### config.mk
export PLATFORM = sky130hd
export DESIGN_NAME = etm_div
export DESIGN_NICKNAME = d
export VERILOG_FILES = /design/src/hw/rtl/etm_pkg.sv /design/src/hw/rtl/etm_div.sv
export SDC_FILE = /design/constraint.sdc
export NUM_CORES = 1
export LEC_CHECK = 0
export BUFFER_PORTS_ARGS = -buffer_cell sky130_fd_sc_hd__buf_4
export CORE_AREA = 2 2 150 152
export DETAILED_ROUTE_END_ITERATION = 16
export DIE_AREA = 0 0 152 154
export GPL_TIMING_DRIVEN = 1
export PLACE_DENSITY = 0.66
export SLEW_MARGIN = 5
export SYNTH_ARGS = -nofsm -noshare
export SYNTH_HDL_FRONTEND = slang
export SYNTH_SLANG_ARGS = --single-unit
### constraint.sdc
create_clock -name clock -period 4.5 [get_ports clock]
set_input_delay 0.675 -clock clock [delete_from_list [all_inputs] [get_ports clock]]
set_output_delay 0.675 -clock clock [all_outputs]
set_load 0.1 [all_outputs]
### src/hw/rtl/etm_pkg.sv
// engine torque map package: constants, codes, divider handshake types
// and the point-count helper; no dependencies
package etm_pkg;

   localparam int MAX_SPEED_ROWS_DEF    = 32;
   localparam int MAX_PEDAL_COLUMNS_DEF = 32;

   localparam int PT_W  = 9;
   localparam int RPM_W = 39;
   localparam logic [22:0] RPM_SCALE = 23'd5006582;

   localparam int DIV_W     = 58;
   localparam int DIV_Q     = 17;
   localparam int DIV_CNT_W = 5;

   localparam logic [15:0] TORQUE_LIMITED = 16'hF9C0;
   localparam logic [15:0] PEDAL_FULL     = 16'h8000;

   localparam logic [1:0] MODE_WRITE    = 2'd0;
   localparam logic [1:0] MODE_TORQUE   = 2'd1;
   localparam logic [1:0] MODE_THROTTLE = 2'd2;
   localparam logic [1:0] MODE_NONE     = 2'd3;

   localparam logic [1:0] ST_OK    = 2'd0;
   localparam logic [1:0] ST_ABOVE = 2'd1;
   localparam logic [1:0] ST_BELOW = 2'd2;

   localparam logic KIND_TORQUE = 1'b0;
   localparam logic KIND_PEDAL  = 1'b1;

   localparam logic [2:0] REG_SPEED_LOW  = 3'd0;
   localparam logic [2:0] REG_SPEED_HIGH = 3'd1;
   localparam logic [2:0] REG_SPEED_PTS  = 3'd2;
   localparam logic [2:0] REG_PEDAL_LOW  = 3'd3;
   localparam logic [2:0] REG_PEDAL_HIGH = 3'd4;
   localparam logic [2:0] REG_PEDAL_PTS  = 3'd5;

   typedef struct packed {
      logic             start;
      logic [DIV_W-1:0] num;
      logic [DIV_W-1:0] den;
   } div_req_type;

   typedef struct packed {
      logic             done;
      logic [DIV_Q-1:0] quot;
   } div_rsp_type;

   function automatic logic [PT_W-1:0] used_points(input logic [5:0] pts,
                                                   input logic [PT_W-1:0] limit);
      logic [PT_W-1:0] ext;
      ext = PT_W'(pts);
      if (pts == 6'd0) return PT_W'(1);
      if (ext > limit) return limit;
      return ext;
   endfunction

endpackage

### src/hw/rtl/etm_div.sv
// shared restoring divider, one quotient bit per cycle
// depends on etm_pkg
module etm_div (
   input  logic                 clock,
   input  logic                 reset,
   input  etm_pkg::div_req_type req,
   output etm_pkg::div_rsp_type rsp
);

   logic [etm_pkg::DIV_W-1:0]     rem_ff, rem_in;
   logic [etm_pkg::DIV_W-1:0]     dsh_ff, dsh_in;
   logic [etm_pkg::DIV_Q-1:0]     quot_ff, quot_in;
   logic [etm_pkg::DIV_CNT_W-1:0] cnt_ff, cnt_in;
   logic                          busy_ff, busy_in;
   logic                          done_ff, done_in;

   always_comb begin
      rem_in  = rem_ff;
      dsh_in  = dsh_ff;
      quot_in = quot_ff;
      cnt_in  = cnt_ff;
      busy_in = busy_ff;
      done_in = 1'b0;
      if (req.start) begin
         rem_in  = req.num;
         dsh_in  = req.den << (etm_pkg::DIV_Q - 1);
         quot_in = '0;
         cnt_in  = etm_pkg::DIV_CNT_W'(etm_pkg::DIV_Q - 1);
         busy_in = 1'b1;
      end else if (busy_ff) begin
         if (rem_ff >= dsh_ff) begin
            rem_in  = rem_ff - dsh_ff;
            quot_in = {quot_ff[etm_pkg::DIV_Q-2:0], 1'b1};
         end else begin
            quot_in = {quot_ff[etm_pkg::DIV_Q-2:0], 1'b0};
         end
         dsh_in = dsh_ff >> 1;
         cnt_in = cnt_ff - 1'b1;
         if (cnt_ff == '0) begin
            busy_in = 1'b0;
            done_in = 1'b1;
         end
      end
   end

   always_ff @(posedge clock) begin
      rem_ff  <= rem_in;
      dsh_ff  <= dsh_in;
      quot_ff <= quot_in;
      if (reset) begin
         cnt_ff  <= '0;
         busy_ff <= 1'b0;
         done_ff <= 1'b0;
      end else begin
         cnt_ff  <= cnt_in;
         busy_ff <= busy_in;
         done_ff <= done_in;
      end
   end

   assign rsp.done = done_ff;
   assign rsp.quot = quot_ff;

endmodule

==> results of run 1 <==
## state kept, by name, indices dropped and copies added (netlist names)
name / count
dsh_ff: 58
rem_ff: 58
quot_ff: 17
cnt_ff: 5
busy_ff: 1
done_ff: 1
## cell usage after synthesis (7+ instances only)
master      n
a211oi_1   13
a21o_1     33
a21oi_1    68
a22o_1     20
and3_1      8
buf_2      10
clkbuf_1   28
dfxtp_1    40
edfxtp_1  100
ha_1       60
inv_1      83
mux2i_1    32
nand2_1   138
nand2b_1    7
nand3_1    14
nand4_1    14
nor2_1     75
nor3_1     17
o211ai_1    8
o21ai_0    95
o21bai_1   14
o31ai_1    10
xnor2_1    27
xor2_1     20
## power by group
part	leakage [nW]	internal, mW	switching (mW)
Combinational	2.93	0.891	1.29
Clock	0.291	0.776	0.628
Sequential	1.34	1.65	0.0787
Total	4.57	3.31	2.00
## path summary, 6_finish.rpt
kind | start | end | cells past startpoint
max | rem_ff[38] | rem_ff[15] | 11
min | reset | cnt_ff[0] | 2
min reg2reg | cnt_ff[1] | cnt_ff[1] | 2
max reg2reg | rem_ff[38] | rem_ff[15] | 11
## final cells by class
class | instances | area share (%)
Multi-Input combinational cell | 756 | 44.86
Clock inverter | 13 | 1.070
Timing Repair Buffer | 126 | 8.731
Sequential cell | 140 | 34.98
Inverter | 83 | 2.864
Clock buffer | 19 | 4.268
Tap cell | 280 | 3.221
## critical path: stages, from the launching register on
cell and delay [ns]:
edfxtp_1 0.36, ha_1 0.39, a21oi_1 0.25, o21ai_0 0.18
a21o_1 0.18, a221o_1 0.33, a21o_1 0.17, o21ba_2 0.24
o211ai_1 0.29, a21oi_1 0.11, a211o_2 0.32, buf_4 0.29
## placed cells by master (no fill, tap or decap), types with 17 or more instances in the layout
master / count
xnor2_1: 27
o21ai_0: 95
clkbuf_16: 18
inv_1: 83
ha_1: 60
a22o_1: 20
buf_4: 125
edfxtp_1: 100
xor2_1: 20
nor3_1: 17
nor2_1: 75
a21o_1: 33
a21oi_1: 68
nand2_1: 138
dfxtp_1: 39
mux2i_1: 32
## logic make-up (layout without fill, tap and decap cells)
logic type / after synthesis / count (layout) / share of synthesized area, %
simple gates: 313 / 313 / 15.52
compound gates: 302 / 302 / 20.92
flops: 140 / 140 / 41.20
buf+inv: 134 / 241 / 5.963
fa+ha+maj: 61 / 61 / 8.348
xor+xnor: 47 / 47 / 4.459
mux: 33 / 33 / 3.591
## stage by stage
step / std cells / power, mW / hold WS, ns / setup WS (ns) / cell area [um2]
detailed placement: 1385 / 3.900 / 0.4966 / 1.071 / 10300
floorplan: 1030 / 3.416 / 0.4647 / 0.6786 / 9233
CTS: 1417 / 5.321 / 0.4510 / 1.052 / 10880
global placement: 1385 / 3.861 / 0.4805 / 1.135 / 10300
finish: 1417 / 5.310 / 0.4595 / 1.030 / 10880
global route: 1417 / 5.671 / 0.4608 / 0.7992 / 10880
## per-layer routing
layer	up-vias	part of all wire (%)	track usage [%]
li1	3886	-	-
met1	3580	50	27.13
met2	180	45	29.41
met3	26	4.2	3.129
met4	0	1.6	6.008
met5	-	0	0
==> impl_metrics.env, run 1 <==
export IMPL_outcome="finished clean"
export IMPL_synth_ff_type="edfxtp_1"
export IMPL_antenna_found_initial=0
export IMPL_num_nets_final=1304
export IMPL_path_clk_slew_ns=0.07
export IMPL_drcViolationCount=0
export IMPL_crit_path_start_kind="flop"
export IMPL_detailroute_via_count=7672
export IMPL_cts_hold_buf=0
export IMPL_async_flop_share_pct=0
export IMPL_crit_required_ns=4.62
export IMPL_die_x_um=152
export IMPL_dr_pass1_iters=5
export IMPL_worst_setup_path_end_kind="flop"
export IMPL_cts_setup_buffers=0
export IMPL_drv_cap=0
export IMPL_drt_wl_total_um=22080
export IMPL_cp_data_arrival_time_ns=3.59
export IMPL_post_synth_cell_area_avg_um2=8.964
export IMPL_hold_viol=0
export IMPL_postSynthCellCount=1030
export IMPL_clock_sinks=140
export IMPL_cts_tree="built"
export IMPL_syn_nets=1210
export IMPL_hold_path_class="input port to flop"
export IMPL_layout_drive_gt1_share_pct=16.01
export IMPL_die_area_um2=23410
export IMPL_multi_input_area_um2=4880
export IMPL_fin_util_pct=50.15
export IMPL_synth_top_area_share_pct=32.52
export IMPL_grt_pass1_wl_um=36560
export IMPL_htree_num_levels=4
export IMPL_yosysWarnings=0
export IMPL_routed_via_density=5.414
export IMPL_root_buffer="clkbuf_16"
export IMPL_drv_slew=0
export IMPL_place_gp_congestion=0.8860
export IMPL_regArea_um2=3805
export IMPL_clk_latency_ns=0.43
export IMPL_ctsResizeCount=0
export IMPL_syn_area_um2=9233
export IMPL_start_util_pct=42.57
export IMPL_syn_to_final_growth_pct=17.81
export IMPL_cts_buffers=17
export IMPL_ir_drop_mv=0.2594
export IMPL_yosys_top_cells_area="edfxtp_1 33%, dfxtp_1 8.7%, ha_1 8.1%"
export IMPL_synth_edf_count=100
export IMPL_grt_pass1_vias=7454
export IMPL_finClkSkew_ns=0.01130
export IMPL_yosys_area_top_type="edfxtp_1"
export IMPL_post_route_period_util_pct=77.12
export IMPL_grtUsageTotal_pct=18.96
export IMPL_detail_route_wl_per_cell_um=15.59
export IMPL_rrSetupSlack_ns=1.03
export IMPL_tns_ns=0
export IMPL_fillers=2083
export IMPL_cts_buffer_depth=2
export IMPL_tightest_slew_ns=1.053
export IMPL_grt_setup_unrepaired="false"
export IMPL_drt_iter0_markers=531
export IMPL_critPathMaxFanout=36
export IMPL_synth_seq_cells=140
export IMPL_port_buffers=120
export IMPL_leakage_nw=4.569
export IMPL_rows=54
export IMPL_grt_start_max_net_pins=92
export IMPL_fp_dieH_um=154
export IMPL_yosysSeqAreaShare_pct=41.20
export IMPL_gr_total_overflow=0
export IMPL_core_um2=21690
export IMPL_setup_viol=0
export IMPL_worstSetupPathType="flop to flop"
export IMPL_io_pins=137
export IMPL_slew_headroom_pct=29.81
export IMPL_post_route_min_period_ns=3.470
export IMPL_place_hpwl_um=15990
export IMPL_max_freq_mhz=288.2
export IMPL_power_density_nw_per_um2=488.2
export IMPL_diodes=0
export IMPL_postRouteAntennaNets=0
export IMPL_yosys_cell_types_count=68
Power figures use the tool's default switching activity.
==> run 2, diff against run 1 <==
Settings changed: PLACE_DENSITY 0.66 to 0.69.
Clock period 4.5 ns to 2.81 ns, I/O delays scaled along.
==> impl_metrics.env, run 2 (synthesis results as in run 1) <==
export IMPL_drcViolationCount=0
export IMPL_htree_num_levels=4
export IMPL_syn_to_final_growth_pct=37.53
export IMPL_detailroute_via_count=8380
export IMPL_fin_ws_ns=-0.2154
export IMPL_drt_wl_total_um=25260
export IMPL_worst_setup_path_end_kind="flop"
export IMPL_rows=54
export IMPL_layoutNonFillerInstCount=1563
export IMPL_setup_viol=62
export IMPL_layout_commonest_cell="buf_4"
export IMPL_grtUsageTotal_pct=20.91
export IMPL_grt_start_max_net_pins=67
export IMPL_place_hpwl_um=17810
export IMPL_power_density_nw_per_um2=792.6
export IMPL_drv_slew=0
export IMPL_place_gp_congestion=0.9081
export IMPL_post_route_period_util_pct=107.7
export IMPL_cp_data_arrival_time_ns=3.24
export IMPL_drv_cap=0
export IMPL_slew_headroom_pct=60.52
export IMPL_grt_pass1_wl_um=39920
export IMPL_start_util_pct=42.57
export IMPL_clock_sinks=140
export IMPL_min_to="cnt_ff[4]"
export IMPL_num_nets_final=1450
export IMPL_crit_path_start_kind="flop"
export IMPL_diodes=0
export IMPL_r2r_start="dsh_ff[33]"
export IMPL_min_path_cells=2
export IMPL_cts_tree="built"
export IMPL_grt_pass1_vias=8333
export IMPL_die_x_um=152
export IMPL_violations="negative setup slack"
export IMPL_crit_required_ns=3.02
export IMPL_rrSetupSlack_ns=-0.22
export IMPL_routed_via_density=5.361
export IMPL_postRouteAntennaNets=0
export IMPL_critPathMaxFanout=6
export IMPL_fillers=1923
export IMPL_tns_ns=-10.04
export IMPL_fin_area_um2=12700
export IMPL_gr_total_overflow=0
export IMPL_timing_rr_end="rem_ff[2]"
export IMPL_fp_dieH_um=154
export IMPL_leakage_nw=5.411
export IMPL_dp_slack_ns=-0.2041
export IMPL_worstSetupPathType="flop to flop"
export IMPL_cts_hold_buf=0
export IMPL_reg_top3="dsh_ff (58), rem_ff (58), quot_ff (17)"
export IMPL_tightest_slew_ns=0.5923
export IMPL_place_inst=1514
export IMPL_port_buffers=120
export IMPL_die_area_um2=23410
export IMPL_cts_buffer_depth=2
export IMPL_detail_route_wl_per_cell_um=16.16
export IMPL_layout_drive_gt1_share_pct=31.57
export IMPL_io_pins=137
export IMPL_dr_pass1_iters=5
export IMPL_cts_buffers=17
export IMPL_grt_setup_unrepaired="true"
export IMPL_drt_iter0_markers=633
export IMPL_fin_util_pct=58.54
export IMPL_core_um2=21690
export IMPL_max_freq_mhz=330.5
export IMPL_post_dp_cell_area_um2=11350
export IMPL_path_clk_slew_ns=0.08
export IMPL_hold_viol=0
export IMPL_layout_common_cells="260 x buf_4, 134 x nand2_1, 100 x edfxtp_1"
export IMPL_clk_latency_ns=0.45
export IMPL_post_route_min_period_ns=3.025
export IMPL_hold_path_class="input port to flop"
export IMPL_ir_drop_mv=0.5054
export IMPL_root_buffer="clkbuf_16"
export IMPL_antenna_found_initial=0
export IMPL_ff2ff_path_depth=13
export IMPL_worstHoldStart="reset"
export IMPL_outcome="finished, violations left"
export IMPL_finClkSkew_ns=0.01139
==> run 2: cell count changes in the layout (fill, tap and decap cells not counted), sizes merged <==
| cell | previous run | this run |
|---|---|---|
| buf | 126 | 271 |
| clkbuf | 19 | 18 |
| clkinv | 3 | 7 |
| inv | 93 | 91 |
==> run 2: area by class of cell <==
type	instances	area (um2)	share of cell area [%]
clock buffers	17	425.4	3.350
multi-input cells	756	5449	42.91
clock inverters	15	193.9	1.527
flip-flops and latches	140	3806	29.98
inverters	83	311.5	2.454
repair buffers	272	2161	17.02
well taps	280	350.3	2.759
==> run 2: repair_timing <==
action,4_1_cts,5_1_grt
pin swaps,3,47
endpoints found under the hold margin,0,0
resized for setup,24,94
cloned,1,1
setup endpoints to repair,80,86
buffers inserted,5,12
==> run 2: through the flow <==
stage                     power, mW  hold slack (ns)
final                         10.06           0.1966
after global routing          10.68           0.1863
after CTS                     9.571           0.1814
after detailed placement      7.040           0.4936
after global placement        6.947           0.4782
after floorplan               5.494           0.4647
==> run 2: worst max-delay path by stage <==
stage | slack [ns] | from | to
final | -0.22 | dsh_ff[33] | rem_ff[2]
after global routing | -0.36 | dsh_ff[30] | rem_ff[21]
after CTS | -0.19 | dsh_ff[33] | rem_ff[53]
after detailed placement | -0.20 | rem_ff[0] | rem_ff[50]
after global placement | -0.17 | rem_ff[0] | rem_ff[50]
after floorplan | -0.22 | dsh_ff[33] | rem_ff[0]
==> run 2: routing by layer <==
| metal | vias up | wire length, um | global-route usage, % |
|---|---|---|---|
| met2 | 241 | 12060 | 34.47 |
| met5 | - | 0 | 0 |
| met3 | 29 | 1308 | 4.115 |
| met1 | 3929 | 11490 | 28.08 |
| li1 | 4181 | - | - |
| met4 | 0 | 398 | 5.874 |
==> run 2: worst max-delay path: stages (launching register included) <==
cell and delay [ns]:
edfxtp_1 0.40, inv_2 0.09, ha_4 0.21, a21o_1 0.15, a21o_1 0.17, a21o_1 0.16
a221o_1 0.30, a21o_1 0.17, o21ba_4 0.20, o211ai_1 0.24, a21oi_2 0.09, a211o_4 0.31
buf_12 0.16, clkbuf_16 0.16
==> run 2: where the power goes <==
group	total, mW	internal (mW)	leakage (nW)	switching [mW]
Sequential	2.81	2.64	1.35	0.173
Combinational	4.90	2.37	3.77	2.54
Clock	2.35	1.22	0.300	1.13
Total	10.1	6.22	5.41	3.84
